--- src/hw/rtl/ethpar_pkg.sv ---
// shared types and constants for the ethernet / ipv4 / tcp header parser
// no dependencies; used by every module of the block and by the checker
package ethpar_pkg;

    localparam int unsigned ETH_HEADER_BYTES = 14;
    localparam logic [15:0] MAX_FRAME_BYTES  = 16'hFFFF;
    localparam logic [15:0] COUNT_MAX        = 16'hFFFF;

    // header offsets from frame start; TCP_OFS_DOFF from the tcp header
    localparam logic [15:0] OFS_SRC_MAC   = 16'd6;
    localparam logic [15:0] OFS_ETYPE_HI  = 16'd12;
    localparam logic [15:0] OFS_ETYPE_LO  = 16'd13;
    localparam logic [15:0] OFS_IP_VHL    = 16'(ETH_HEADER_BYTES);
    localparam logic [15:0] OFS_IP_PROTO  = 16'(ETH_HEADER_BYTES + 9);
    localparam logic [15:0] OFS_IP_SRC    = 16'(ETH_HEADER_BYTES + 12);
    localparam logic [15:0] OFS_IP_DST    = 16'(ETH_HEADER_BYTES + 16);
    localparam logic [15:0] OFS_IP_END    = 16'(ETH_HEADER_BYTES + 20);
    localparam logic [15:0] TCP_OFS_DOFF  = 16'd12;
    localparam logic [5:0]  MIN_HDR_BYTES = 6'd20;
    localparam logic [3:0]  MIN_DOFF_WORDS = 4'd5;

    // configuration register indexes
    localparam logic [1:0] CFG_ETHERTYPE = 2'd0;
    localparam logic [1:0] CFG_PROTOCOL  = 2'd1;
    localparam logic [1:0] CFG_PREVIEW   = 2'd2;

    localparam logic [15:0] RST_ETHERTYPE = 16'h0800;
    localparam logic [7:0]  RST_PROTOCOL  = 8'd6;
    localparam logic [7:0]  RST_PREVIEW   = 8'd16;

    localparam logic KIND_PREVIEW = 1'b0;
    localparam logic KIND_SUMMARY = 1'b1;

    typedef enum logic [2:0] {
        ST_VALID       = 3'd0,
        ST_NOT_IPV4    = 3'd1,
        ST_NOT_TCP     = 3'd2,
        ST_BAD_IP_LEN  = 3'd3,
        ST_BAD_TCP_LEN = 3'd4,
        ST_TRUNCATED   = 3'd5
    } status_t;

    typedef struct packed {
        logic [15:0] ethertype;
        logic [7:0]  protocol;
        logic [7:0]  preview;
    } cfg_t;

    typedef struct packed {
        logic        kind;
        status_t     status;
        logic [47:0] src_mac;
        logic [47:0] dst_mac;
        logic [31:0] src_ip;
        logic [31:0] dst_ip;
        logic [15:0] src_port;
        logic [15:0] dst_port;
        logic [15:0] data_len;
        logic [7:0]  payload_byte;
        logic        last_result;
    } result_t;

    // up to two results per frame byte: a preview byte and/or a summary
    typedef struct packed {
        logic    first_valid;
        logic    second_valid;
        result_t first;
        result_t second;
    } push_t;

    localparam int unsigned FIFO_DEPTH = 4;
    localparam int unsigned FIFO_AW    = $clog2(FIFO_DEPTH);

    // m_tdata layout
    localparam int unsigned TDATA_W       = 224;
    localparam int unsigned STATUS_LSB    = 0;
    localparam int unsigned SRC_MAC_LSB   = 3;
    localparam int unsigned DST_MAC_LSB   = 51;
    localparam int unsigned SRC_IP_LSB    = 99;
    localparam int unsigned DST_IP_LSB    = 131;
    localparam int unsigned SRC_PORT_LSB  = 163;
    localparam int unsigned DST_PORT_LSB  = 179;
    localparam int unsigned PLEN_LSB      = 195;
    localparam int unsigned PBYTE_LSB     = 211;
    localparam int unsigned TDATA_USED    = 219;

endpackage

--- src/hw/rtl/ethpar_cfg_regs.sv ---
// configuration registers of the header parser: expected ethertype,
// expected ip protocol and payload preview count; depends on ethpar_pkg
module ethpar_cfg_regs
(
    input  logic               clk,
    input  logic               rst_n,
    input  logic               cfg_we,
    input  logic [1:0]         cfg_addr,
    input  logic [15:0]        cfg_wdata,
    output ethpar_pkg::cfg_t   cfg
);

    ethpar_pkg::cfg_t cfg_reg;
    ethpar_pkg::cfg_t cfg_next;

    always_comb
    begin
        cfg_next = cfg_reg;
        if (cfg_we)
        begin
            case (cfg_addr)
                ethpar_pkg::CFG_ETHERTYPE: cfg_next.ethertype = cfg_wdata;
                ethpar_pkg::CFG_PROTOCOL:  cfg_next.protocol  = cfg_wdata[7:0];
                ethpar_pkg::CFG_PREVIEW:   cfg_next.preview   = cfg_wdata[7:0];
                default:                   cfg_next = cfg_reg;
            endcase
        end
    end

    always_ff @(posedge clk or negedge rst_n)
    begin
        if (!rst_n)
        begin
            cfg_reg.ethertype <= ethpar_pkg::RST_ETHERTYPE;
            cfg_reg.protocol  <= ethpar_pkg::RST_PROTOCOL;
            cfg_reg.preview   <= ethpar_pkg::RST_PREVIEW;
        end
        else
        begin
            cfg_reg <= cfg_next;
        end
    end

    assign cfg = cfg_reg;

endmodule

--- src/hw/rtl/ethpar_core.sv ---
// per-byte parse logic and frame state: header capture, checks, payload
// counting and result building; depends on ethpar_pkg
module ethpar_core
(
    input  logic               clk,
    input  logic               rst_n,
    input  logic               en,
    input  logic [7:0]         pkt_byte,
    input  logic               last,
    input  ethpar_pkg::cfg_t   cfg,
    output ethpar_pkg::push_t  push
);

    logic [15:0]          offset_reg,    offset_next;
    logic [5:0]           ip_hdr_reg,    ip_hdr_next;
    logic [5:0]           tcp_hdr_reg,   tcp_hdr_next;
    logic [47:0]          src_mac_reg,   src_mac_next;
    logic [47:0]          dst_mac_reg,   dst_mac_next;
    logic [31:0]          src_ip_reg,    src_ip_next;
    logic [31:0]          dst_ip_reg,    dst_ip_next;
    logic [15:0]          src_port_reg,  src_port_next;
    logic [15:0]          dst_port_reg,  dst_port_next;
    logic [15:0]          etype_reg,     etype_next;
    ethpar_pkg::status_t  status_reg,    status_next;
    logic [15:0]          count_reg,     count_next;

    logic [15:0]          tcp_start;
    logic [15:0]          hdr_end;
    logic                 preview;
    ethpar_pkg::status_t  sum_status;
    logic [15:0]          sum_len;
    ethpar_pkg::result_t  pv_res;
    ethpar_pkg::result_t  sm_res;

    always_comb
    begin
        offset_next   = offset_reg;
        ip_hdr_next   = ip_hdr_reg;
        tcp_hdr_next  = tcp_hdr_reg;
        src_mac_next  = src_mac_reg;
        dst_mac_next  = dst_mac_reg;
        src_ip_next   = src_ip_reg;
        dst_ip_next   = dst_ip_reg;
        src_port_next = src_port_reg;
        dst_port_next = dst_port_reg;
        etype_next    = etype_reg;
        status_next   = status_reg;
        count_next    = count_reg;
        preview       = 1'b0;
        tcp_start     = 16'(ethpar_pkg::ETH_HEADER_BYTES) + {10'd0, ip_hdr_reg};

        if (offset_reg != ethpar_pkg::MAX_FRAME_BYTES)
        begin
            if (status_reg == ethpar_pkg::ST_VALID)
            begin
                if (offset_reg < ethpar_pkg::OFS_SRC_MAC)
                begin
                    dst_mac_next = {dst_mac_reg[39:0], pkt_byte};
                end
                else if (offset_reg < ethpar_pkg::OFS_ETYPE_HI)
                begin
                    src_mac_next = {src_mac_reg[39:0], pkt_byte};
                end
                else if (offset_reg == ethpar_pkg::OFS_ETYPE_HI)
                begin
                    etype_next = {pkt_byte, 8'h00};
                end
                else if (offset_reg == ethpar_pkg::OFS_ETYPE_LO)
                begin
                    etype_next = {etype_reg[15:8], pkt_byte};
                    if ({etype_reg[15:8], pkt_byte} != cfg.ethertype)
                    begin
                        status_next = ethpar_pkg::ST_NOT_IPV4;
                    end
                end
                else if (offset_reg == ethpar_pkg::OFS_IP_VHL)
                begin
                    ip_hdr_next = {pkt_byte[3:0], 2'b00};
                end
                else if (offset_reg == ethpar_pkg::OFS_IP_PROTO)
                begin
                    if (pkt_byte != cfg.protocol)
                    begin
                        status_next = ethpar_pkg::ST_NOT_TCP;
                    end
                    else if (ip_hdr_reg < ethpar_pkg::MIN_HDR_BYTES)
                    begin
                        status_next = ethpar_pkg::ST_BAD_IP_LEN;
                    end
                end
                else if (offset_reg >= ethpar_pkg::OFS_IP_SRC &&
                         offset_reg <  ethpar_pkg::OFS_IP_DST)
                begin
                    src_ip_next = {src_ip_reg[23:0], pkt_byte};
                end
                else if (offset_reg >= ethpar_pkg::OFS_IP_DST &&
                         offset_reg <  ethpar_pkg::OFS_IP_END)
                begin
                    dst_ip_next = {dst_ip_reg[23:0], pkt_byte};
                end
                else if (offset_reg >= ethpar_pkg::OFS_IP_END)
                begin
                    if (offset_reg == tcp_start || offset_reg == tcp_start + 16'd1)
                    begin
                        src_port_next = {src_port_reg[7:0], pkt_byte};
                    end
                    else if (offset_reg == tcp_start + 16'd2 ||
                             offset_reg == tcp_start + 16'd3)
                    begin
                        dst_port_next = {dst_port_reg[7:0], pkt_byte};
                    end
                    else if (offset_reg == tcp_start + ethpar_pkg::TCP_OFS_DOFF &&
                             tcp_hdr_reg == 6'd0)
                    begin
                        if (pkt_byte[7:4] < ethpar_pkg::MIN_DOFF_WORDS)
                        begin
                            status_next = ethpar_pkg::ST_BAD_TCP_LEN;
                        end
                        else
                        begin
                            tcp_hdr_next = {pkt_byte[7:4], 2'b00};
                        end
                    end
                    else if (tcp_hdr_reg != 6'd0 &&
                             offset_reg >= tcp_start + {10'd0, tcp_hdr_reg})
                    begin
                        preview = (count_reg < {8'd0, cfg.preview});
                        if (count_reg != ethpar_pkg::COUNT_MAX)
                        begin
                            count_next = count_reg + 16'd1;
                        end
                    end
                end
            end
            offset_next = offset_reg + 16'd1;
        end

        // summary sees the state after this byte
        hdr_end    = 16'(ethpar_pkg::ETH_HEADER_BYTES) + {10'd0, ip_hdr_next} +
                     {10'd0, tcp_hdr_next};
        sum_status = status_next;
        sum_len    = 16'd0;
        if (status_next == ethpar_pkg::ST_VALID)
        begin
            if (tcp_hdr_next == 6'd0 || offset_next < hdr_end)
            begin
                sum_status = ethpar_pkg::ST_TRUNCATED;
            end
            else
            begin
                sum_len = count_next;
            end
        end

        pv_res.kind         = ethpar_pkg::KIND_PREVIEW;
        pv_res.status       = ethpar_pkg::ST_VALID;
        pv_res.src_mac      = src_mac_next;
        pv_res.dst_mac      = dst_mac_next;
        pv_res.src_ip       = src_ip_next;
        pv_res.dst_ip       = dst_ip_next;
        pv_res.src_port     = src_port_next;
        pv_res.dst_port     = dst_port_next;
        pv_res.data_len     = 16'd0;
        pv_res.payload_byte = pkt_byte;
        pv_res.last_result  = 1'b0;

        sm_res              = pv_res;
        sm_res.kind         = ethpar_pkg::KIND_SUMMARY;
        sm_res.status       = sum_status;
        sm_res.data_len     = sum_len;
        sm_res.payload_byte = 8'd0;
        sm_res.last_result  = 1'b1;

        push.first_valid  = en && (preview || last);
        push.second_valid = en && preview && last;
        push.first        = preview ? pv_res : sm_res;
        push.second       = sm_res;

        // end of frame: back to the reset state
        if (last)
        begin
            offset_next   = 16'd0;
            ip_hdr_next   = 6'd0;
            tcp_hdr_next  = 6'd0;
            src_mac_next  = 48'd0;
            dst_mac_next  = 48'd0;
            src_ip_next   = 32'd0;
            dst_ip_next   = 32'd0;
            src_port_next = 16'd0;
            dst_port_next = 16'd0;
            etype_next    = 16'd0;
            status_next   = ethpar_pkg::ST_VALID;
            count_next    = 16'd0;
        end
    end

    always_ff @(posedge clk or negedge rst_n)
    begin
        if (!rst_n)
        begin
            offset_reg   <= 16'd0;
            ip_hdr_reg   <= 6'd0;
            tcp_hdr_reg  <= 6'd0;
            src_mac_reg  <= 48'd0;
            dst_mac_reg  <= 48'd0;
            src_ip_reg   <= 32'd0;
            dst_ip_reg   <= 32'd0;
            src_port_reg <= 16'd0;
            dst_port_reg <= 16'd0;
            etype_reg    <= 16'd0;
            status_reg   <= ethpar_pkg::ST_VALID;
            count_reg    <= 16'd0;
        end
        else if (en)
        begin
            offset_reg   <= offset_next;
            ip_hdr_reg   <= ip_hdr_next;
            tcp_hdr_reg  <= tcp_hdr_next;
            src_mac_reg  <= src_mac_next;
            dst_mac_reg  <= dst_mac_next;
            src_ip_reg   <= src_ip_next;
            dst_ip_reg   <= dst_ip_next;
            src_port_reg <= src_port_next;
            dst_port_reg <= dst_port_next;
            etype_reg    <= etype_next;
            status_reg   <= status_next;
            count_reg    <= count_next;
        end
    end

endmodule

--- src/hw/rtl/ethpar_fifo.sv ---
// result queue: takes up to two results per cycle, hands out one per
// transfer; depends on ethpar_pkg
module ethpar_fifo
(
    input  logic                 clk,
    input  logic                 rst_n,
    input  ethpar_pkg::push_t    push,
    output logic                 room,
    output logic                 out_valid,
    input  logic                 out_pop,
    output ethpar_pkg::result_t  out_data
);

    localparam int unsigned AW = ethpar_pkg::FIFO_AW;

    ethpar_pkg::result_t mem [ethpar_pkg::FIFO_DEPTH];

    logic [AW-1:0] wr_ptr_reg, wr_ptr_next;
    logic [AW-1:0] rd_ptr_reg, rd_ptr_next;
    logic [AW:0]   count_reg,  count_next;
    logic          pop;

    assign pop       = out_pop && (count_reg != '0);
    assign out_valid = (count_reg != '0);
    assign out_data  = mem[rd_ptr_reg];
    // two free slots needed so a byte ending a frame can always land
    assign room      = (count_reg <= (AW+1)'(ethpar_pkg::FIFO_DEPTH - 2));

    always_comb
    begin
        wr_ptr_next = wr_ptr_reg + AW'(push.first_valid) + AW'(push.second_valid);
        rd_ptr_next = rd_ptr_reg + AW'(pop);
        count_next  = count_reg + (AW+1)'(push.first_valid) +
                      (AW+1)'(push.second_valid) - (AW+1)'(pop);
    end

    always_ff @(posedge clk)
    begin
        if (push.first_valid)
        begin
            mem[wr_ptr_reg] <= push.first;
        end
        if (push.second_valid)
        begin
            mem[wr_ptr_reg + AW'(1)] <= push.second;
        end
    end

    always_ff @(posedge clk or negedge rst_n)
    begin
        if (!rst_n)
        begin
            wr_ptr_reg <= '0;
            rd_ptr_reg <= '0;
            count_reg  <= '0;
        end
        else
        begin
            wr_ptr_reg <= wr_ptr_next;
            rd_ptr_reg <= rd_ptr_next;
            count_reg  <= count_next;
        end
    end

endmodule

--- src/hw/rtl/ethernet_ipv4_tcp_header_parser.sv ---
// ethernet / ipv4 / tcp header parser.
// s side: one frame byte per transfer on s_tdata[7:0], s_tlast on the final
// byte of the frame. m side: results; m_tuser is the kind (0 payload preview
// byte, 1 end of frame summary), m_tlast marks the summary. a summary carries
// status, captured macs, ip addresses, ports and the payload length.
// cfg port: cfg_we writes cfg_wdata to register cfg_addr (0 ethertype,
// 1 protocol, 2 preview count); write only while no frame is in flight.
// a result reaches m through the input byte register and the result queue.
// throughput: one byte per cycle while the queue has room; the byte register
// feeds the parse logic, which pushes into a four-entry result queue. a byte
// that ends a frame inside the preview window gives two results, and the
// single m port drains them at one per cycle while m_tready is high.
// stall: when m_tready is low the queue fills, s_tready drops once fewer
// than two slots are free and a byte waits in the input register; the held
// result stays stable on m.
// reset: asynchronous, active low; registers go to their defaults
// (ethertype 0x0800, protocol 6, preview 16), frame state and queue clear.
// depends on ethpar_pkg, ethpar_cfg_regs, ethpar_core and ethpar_fifo
module ethernet_ipv4_tcp_header_parser
(
    input  logic                              clk,
    input  logic                              rst_n,
    input  logic                              s_tvalid,
    output logic                              s_tready,
    input  logic [7:0]                        s_tdata,   // pkt_byte
    input  logic                              s_tlast,   // last
    output logic                              m_tvalid,
    input  logic                              m_tready,
    // status, src_mac, dst_mac, src_ip, dst_ip, src_port, dst_port,
    // payload length, payload_byte, zero fill
    output logic [ethpar_pkg::TDATA_W-1:0]    m_tdata,
    output logic                              m_tuser,   // kind
    output logic                              m_tlast,   // last_result
    input  logic                              cfg_we,
    input  logic [1:0]                        cfg_addr,
    input  logic [15:0]                       cfg_wdata
);

    ethpar_pkg::cfg_t    cfg;
    ethpar_pkg::push_t   push;
    ethpar_pkg::result_t res;

    logic       byte_vld_reg;
    logic [7:0] byte_reg;
    logic       last_reg;
    logic       room;
    logic       process;

    assign process  = byte_vld_reg && room;
    assign s_tready = !byte_vld_reg || room;

    always_ff @(posedge clk or negedge rst_n)
    begin
        if (!rst_n)
        begin
            byte_vld_reg <= 1'b0;
        end
        else if (s_tvalid && s_tready)
        begin
            byte_vld_reg <= 1'b1;
        end
        else if (process)
        begin
            byte_vld_reg <= 1'b0;
        end
    end

    always_ff @(posedge clk)
    begin
        if (s_tvalid && s_tready)
        begin
            byte_reg <= s_tdata;
            last_reg <= s_tlast;
        end
    end

    ethpar_cfg_regs u_cfg
    (
        .clk       (clk),
        .rst_n     (rst_n),
        .cfg_we    (cfg_we),
        .cfg_addr  (cfg_addr),
        .cfg_wdata (cfg_wdata),
        .cfg       (cfg)
    );

    ethpar_core u_core
    (
        .clk      (clk),
        .rst_n    (rst_n),
        .en       (process),
        .pkt_byte (byte_reg),
        .last     (last_reg),
        .cfg      (cfg),
        .push     (push)
    );

    ethpar_fifo u_fifo
    (
        .clk       (clk),
        .rst_n     (rst_n),
        .push      (push),
        .room      (room),
        .out_valid (m_tvalid),
        .out_pop   (m_tready),
        .out_data  (res)
    );

    assign m_tdata = {5'd0, res.payload_byte, res.data_len, res.dst_port,
                      res.src_port, res.dst_ip, res.src_ip, res.dst_mac,
                      res.src_mac, res.status};
    assign m_tuser = res.kind;
    assign m_tlast = res.last_result;

endmodule

--- config.mk ---
export PLATFORM = sky130hd
export DESIGN_NAME = ethernet_ipv4_tcp_header_parser
export DESIGN_NICKNAME = d
export VERILOG_FILES = /design/src/hw/rtl/ethpar_pkg.sv /design/src/hw/rtl/ethpar_cfg_regs.sv /design/src/hw/rtl/ethpar_core.sv /design/src/hw/rtl/ethpar_fifo.sv /design/src/hw/rtl/ethernet_ipv4_tcp_header_parser.sv
export SDC_FILE = /design/constraint.sdc
export NUM_CORES = 2
export LEC_CHECK = 0
export ABC_AREA = 0
export BUFFER_PORTS_ARGS = -buffer_cell sky130_fd_sc_hd__buf_2
export CAP_MARGIN = 5
export CORE_MARGIN = 2
export CORE_UTILIZATION = 25
export CTS_BUF_LIST = sky130_fd_sc_hd__clkbuf_8
export DETAILED_ROUTE_END_ITERATION = 12
export PLACE_DENSITY = 0.48
export SYNTH_ARGS = -nofsm -noshare
export SYNTH_HDL_FRONTEND = slang
export SYNTH_HIERARCHICAL = 1
export SYNTH_SLANG_ARGS = --single-unit
--- constraint.sdc ---
create_clock -name clk -period 33 [get_ports clk]
set_input_delay 6.6 -clock clk [delete_from_list [all_inputs] [get_ports clk]]
set_output_delay 6.6 -clock clk [all_outputs]
set_load 0.02 [all_outputs]
# Yosys cells after proc, flatten, opt, wreduce, memory -nomap -nowiden
# Memories as Yosys holds them, arrays and structs flattened.
# Cells that the tools add are included.
[totals]
regBits = 296
ram_bits = 884
inputBits = 32
output_inout_bits = 228
wordCells = 252
mem_count = 1
[op_classes]
add_sub_neg = 17
order_cmp = 13
eq_ne = 17
n_mux = 152
n_reduce_logical = 31
[memory_table]
columns = ["name", "depth", "word_bits", "rd", "rd_ports_with_merged_regs", "write_ports", "line", "text"]
rows = [
  ["u_fifo.mem", 4, 221, 1, 0, 2, "ethpar_fifo.sv:16", "ethpar_pkg::result_t mem [ethpar_pkg::FIFO_DEPTH];"],
]
[ops]
columns = ["op", "n"]
rows = [
  ["16-bit 2-to-1 mux", 54],
  ["32-bit 2-to-1 mux", 21],
  ["48-bit 2-to-1 mux", 9],
  ["221-bit 2-to-1 mux", 1],
  ["6-bit 2-to-1 mux", 24],
  ["16-bit == test", 5],
  ["3-bit 2-to-1 mux", 21],
  ["16-bit by 1-bit adder with 16-bit output (second input constant)", 3],
  ["16-bit by 4-bit == test with 1-bit output (second input constant)", 3],
  ["16-bit by 2-bit adder with 16-bit output (second input constant)", 2],
  ["16-bit by 6-bit adder with 16-bit output", 2],
  ["16-bit by 5-bit greater-or-equal comparator with 1-bit output (second input constant)", 2],
  ["16-bit != test (second input constant)", 2],
  ["1-bit 2-to-1 mux", 21],
  ["16-bit by 4-bit adder with 16-bit output (second input constant)", 1],
  ["16-bit by 5-bit == test with 1-bit output (second input constant)", 1],
  ["16-bit greater-or-equal comparator", 1],
  ["16-bit by 6-bit greater-or-equal comparator with 1-bit output (second input constant)", 1],
  ["16-bit < comparator", 1],
  ["16-bit by 3-bit < comparator with 1-bit output (second input constant)", 1],
  ["16-bit by 4-bit < comparator with 1-bit output (second input constant)", 1],
  ["16-bit by 5-bit < comparator with 1-bit output (second input constant)", 1],
  ["16-bit by 6-bit < comparator with 1-bit output (second input constant)", 1],
  ["16-bit by 8-bit < comparator with 1-bit output", 1],
  ["25 further kinds", 50],
]

# Logic depth before layout (Yosys ltp)
[logic_depth]
ltp_word = 24
ltp_mapped = 30
mapped_depth_nobuf = 27

# Hierarchy
# Netlist, hierarchy kept.
[by_module_without_submodules]
columns = ["module", "instances", "cells_each", "area_per_inst_um2", "seq_area_each_um2"]
rows = [
  ["ethpar_fifo", 1, 2173, 42645.9, 26720.6],
  ["ethpar_core", 1, 2043, 16881.2, 6180.9],
  ["ethpar_cfg_regs", 1, 68, 1211.2, 805.8],
  ["ethernet_ipv4_tcp_header_parser", 1, 20, 371.6, 295.3],
]

# Worst setup path after synthesis
# No wires, ideal clock.
[synth_timing]
kind = "reg-to-reg"
from = "register u_core.ip_hdr_reg[1]"
to = "memory u_fifo/mem[0][0] (netlist bit), enable pin"
setup_ns = 1.108
t_arrival_ns = 19.599
required_ns = 31.892
path_slack_ns = 12.293
stages_incl_launch_ff = 24
n_path_buf = 2
period_less_slack_ns = 20.707
cell_sequence = "dfrtp_1 > buf_2 > inv_1 > ha_1 > buf_2 > xnor2_1 > inv_1 > ha_1 > inv_1 > o21bai_1 > a21o_1 > a21oi_1 > xnor2_1 > ha_1 > and4_1 > nand2_1 > o211ai_1 > nand3_1 > nor4_2 > o211a_1 > inv_1 > a21oi_1 > nand2b_1 > o21ai_0"
[synth_lines]
columns = ["element", "line", "text"]
rows = [
  ["start, declared", "ethpar_core.sv:15", "logic [5:0] ip_hdr_reg, ip_hdr_next;"],
  ["start signal, assigned", "ethpar_core.sv:217", "ip_hdr_reg <= ip_hdr_next;"],
  ["end, declared", "ethpar_fifo.sv:16", ""],
]

# Worst setup path in the final report
[layout_timing]
from = "register u_fifo.rd_ptr_reg[0]"
to = "output port m_tdata[147] (netlist bit)"
[layout_via]
elab_chain_len = 1
[layout_rtl]
columns = ["element", "line", "text"]
rows = [
  ["start, declared", "ethpar_fifo.sv:19", "logic [AW-1:0] rd_ptr_reg, rd_ptr_next;"],
  ["start signal, assigned", "ethpar_fifo.sv:60", "rd_ptr_reg <= rd_ptr_next;"],
  ["memory read 4 x 221 bit", "--", ""],
  ["end, declared", "ethernet_ipv4_tcp_header_parser.sv:31", "output logic [ethpar_pkg::TDATA_W-1:0] m_tdata,"],
]
# Every way passes these cells.

==> impl_metrics.csv <==
group,metric,value,unit
status,outcome,"completed",
worst_setup_path,worst_ep_required_time,26.40,ns
synthesis,synth_xor_area_frac,0.0117,
timing,final_hold_viol_count,0,
worst_setup_path,reg2reg_depth,24,
synthesis,yosysWarnings,6,
grt,busiest_layer,"met2",
grt,grt_max_degree,125,
synthesis,synth.cell_area,61100,µm²
worst_setup_path,path_common_cell,"buf_4",
synthesis,seq_area_frac_synth,0.556,
grt,met3_usage,0.0229,
cts,cts_tree,"built",
synthesis,synthDistinctLibCells,91,
synthesis,async_flop_share,0.243,
synthesis,synthCells,4304,
drt,final_antenna_net_count,0,
grt,grt_pass1_vias,36200,
cells_and_area,layout_commonest_cell,"mux2_2",
floorplan,num_rows,181,
place,dp_hpwl,102000,µm
cells_and_area,utilization,0.281,
synthesis,synth-adder-area-share,0.0123,
worst_hold_path,holdPathStages,1,
drt,drt_iter0_drc,2182,
worst_setup_path,crit_path_start_kind,"flip-flop",
timing,fmax,93.1,MHz
place,numPortBuffers,254,
drt,post_drt_wl_per_cell,22.4,µm
drt,detail_route.vias_per_cell,4.49,
grt,grt_util_met1,0.185,
floorplan,pin_count,260,
worst_setup_path,critPathKind,"reg2out",
cts,cts_buffers,215,
grt,gr-usage-all-layers,0.138,
drt,drc,0,
cts,cts_max_level,4,
floorplan,dieWidth,498,µm
cts,clockRootBuffer,"clkbuf_8",
timing,setup_tns,0,ns
worst_setup_path,slowest_stage,"dfrtp_4",
worst_setup_path,r2r_slack,23.86,ns
worst_setup_path,path_cells,"buf_4 > buf_4 > mux4_2 > buf_2",
floorplan,core_region_area,243000,µm²
worst_setup_path,startpoint,"u_fifo/rd_ptr_reg[0]",
timing,max_slew_margin,0.202,
cells_and_area,final_nets,4464,
grt,grt_pass1_wl,255000,µm
pwr,fin_total_pwr,4.66,mW
drt,drt-total-wl,174000,µm
worst_setup_path,critPathCaptureType,"output pin",
synthesis,synth_ff_type,"edfxtp_1",
floorplan,fp.dieH,498,µm
cts,clkLatencyLatePin,0.96,ns
grt,grt_overflow,0,
timing,whs,0.505,ns
cts,cts_buffer_depth,3,
cells_and_area,nFillCells,24700,
cells_and_area,final_cell_mix,"mux2_2, edfxtp_1, nand2_1",
floorplan,dieArea,248000,µm²
grt,grt_use_met2,0.228,
worst_setup_path,r2r-start,"u_core/ip_hdr_reg[1]",
cts,cts_hold_buf,0,
timing,finalCriticalPeriod,10.74,ns
worst_hold_path,hold_path_class,"reg2reg",
timing,tightestPinTransition,1.19,ns
synthesis,syn_avg_cell_area,14.2,µm²
cts,ctsResizeCount,0,
cts,clkTransAtPathRegs,0.06,ns
timing,worst_clock_skew,0.0669,ns
run,cap_violations,0,
worst_hold_path,min_from,"u_core/dst_port_reg[11]",
cells_and_area,largest_reg_flops,884,
worst_setup_path,arrival,4.14,ns
pwr,peakVddDrop,0.0629,mV
timing,slew_violations,0,
worst_hold_path,min_to,"u_core/dst_port_reg[11]",
cells_and_area,areaGrowthSynthToFinish,12.0,%
synthesis,synth_edf_count,893,
synthesis,ys_ff_latch,1180,
synthesis,synth_top_family_by_area,"multiplexers",
timing,finalCritPeriodShare,0.325,
place,gp_congestion,0.785,
timing,finalSetupViolations,0,
pwr,powerDensity,68.1,nW/µm²
floorplan,start_util,0.251,
worst_setup_path,r2r_end,"u_fifo/mem[3][153]",
drt,num_vias,34900,
worst_setup_path,cp_max_fo,40,
pwr,cellLeakagePower,26.3,nW
synthesis,muxShareOfSynthArea,0.263,
drt,drtPass1Iterations,6,
cts,cts_setup_buffers,0,
synthesis,synthSimpleGateAreaFrac,0.0482,
cts,cts.sinks,1180,
synthesis,synth_compound_area_frac,0.0491,
timing,rsz0062_at_grt,"false",
grt,antenna_found_initial,15,
worst_setup_path,max_stage_delay,0.85,ns
cells_and_area,layout-drive-gt1-share,0.407,
how the worst max path moves through the flow:
stage                             endpoint  cells past startpoint
after global routing          m_tdata[137]                      4
after CTS                     m_tdata[147]                      4
final                         m_tdata[147]                      4
after global placement        m_tdata[136]                      4
after floorplan           u_fifo/mem[0][0]                     23
after detailed placement      m_tdata[147]                      4
kinds of logic after synthesis:
family,Yosys count
AO/OA/AOI/OAI,499
XOR/XNOR,77
adder cells (fa/ha/maj),57
buffers and inverters,686
flip-flops,1180
multiplexers,1206
other,3
AND/OR/NAND/NOR,596
layout make-up:
class / instances / area (µm²) / area share
well taps: 3202 / 4010 / 0.0586
repair buffers: 326 / 1880 / 0.0275
clock buffers: 245 / 3370 / 0.0493
diodes: 7 / 17.5 / 0.000256
inverters: 202 / 758 / 0.0111
multi-input cells: 2450 / 23600 / 0.345
clock inverters: 157 / 772 / 0.0113
flip-flops and latches: 1180 / 34000 / 0.497
worst max-delay path, delay by kind of cell (launching register included):
kind | cells | cell delay (ns)
buf+inv | 3 | 1.70
flops | 1 | 0.85
mux | 1 | 0.60
synthesized netlist by cell type, drive strengths merged, types with 20 or more instances:
cell type / number / area (µm²)
mux2: 979 / 11000
edfxtp: 893 / 26800
buf: 388 / 2510
nand2: 334 / 1250
o21ai: 314 / 1570
dfrtp: 283 / 7080
mux4: 221 / 4980
inv: 200 / 751
clkbuf: 96 / 364
nor2: 74 / 283
a22o: 56 / 490
ha: 52 / 651
a21oi: 44 / 220
xor2: 40 / 369
xnor2: 37 / 343
nor3: 31 / 284
nand3: 29 / 145
and2: 20 / 128
metal layers:
layer / up-vias / part of all wire / routed length, µm
met1: 17700 / 0.45 / 78900
met2: 756 / 0.48 / 83800
met5: - / 0.000081 / 14
met4: 4 / 0.023 / 3980
met3: 243 / 0.041 / 7170
li1: 16200 / - / -
per-stage QoR:
step | instances | instance area (µm²) | worst slack, ns
after floorplan | 4316 | 61200 | 12.29
after global placement | 7360 | 64300 | 23.05
after detailed placement | 7360 | 64300 | 23.03
after CTS | 7762 | 68400 | 21.84
after global routing | 7766 | 68400 | 21.76
final | 7769 | 68400 | 22.26
report_power, final:
part           total, mW  switching [mW]  internal, mW
clock network       1.35           0.647         0.699
logic               1.45           0.950         0.500
registers           1.86          0.0792          1.79
total               4.66            1.68          2.98
Note: power is estimated with default switching activity, not from simulation.
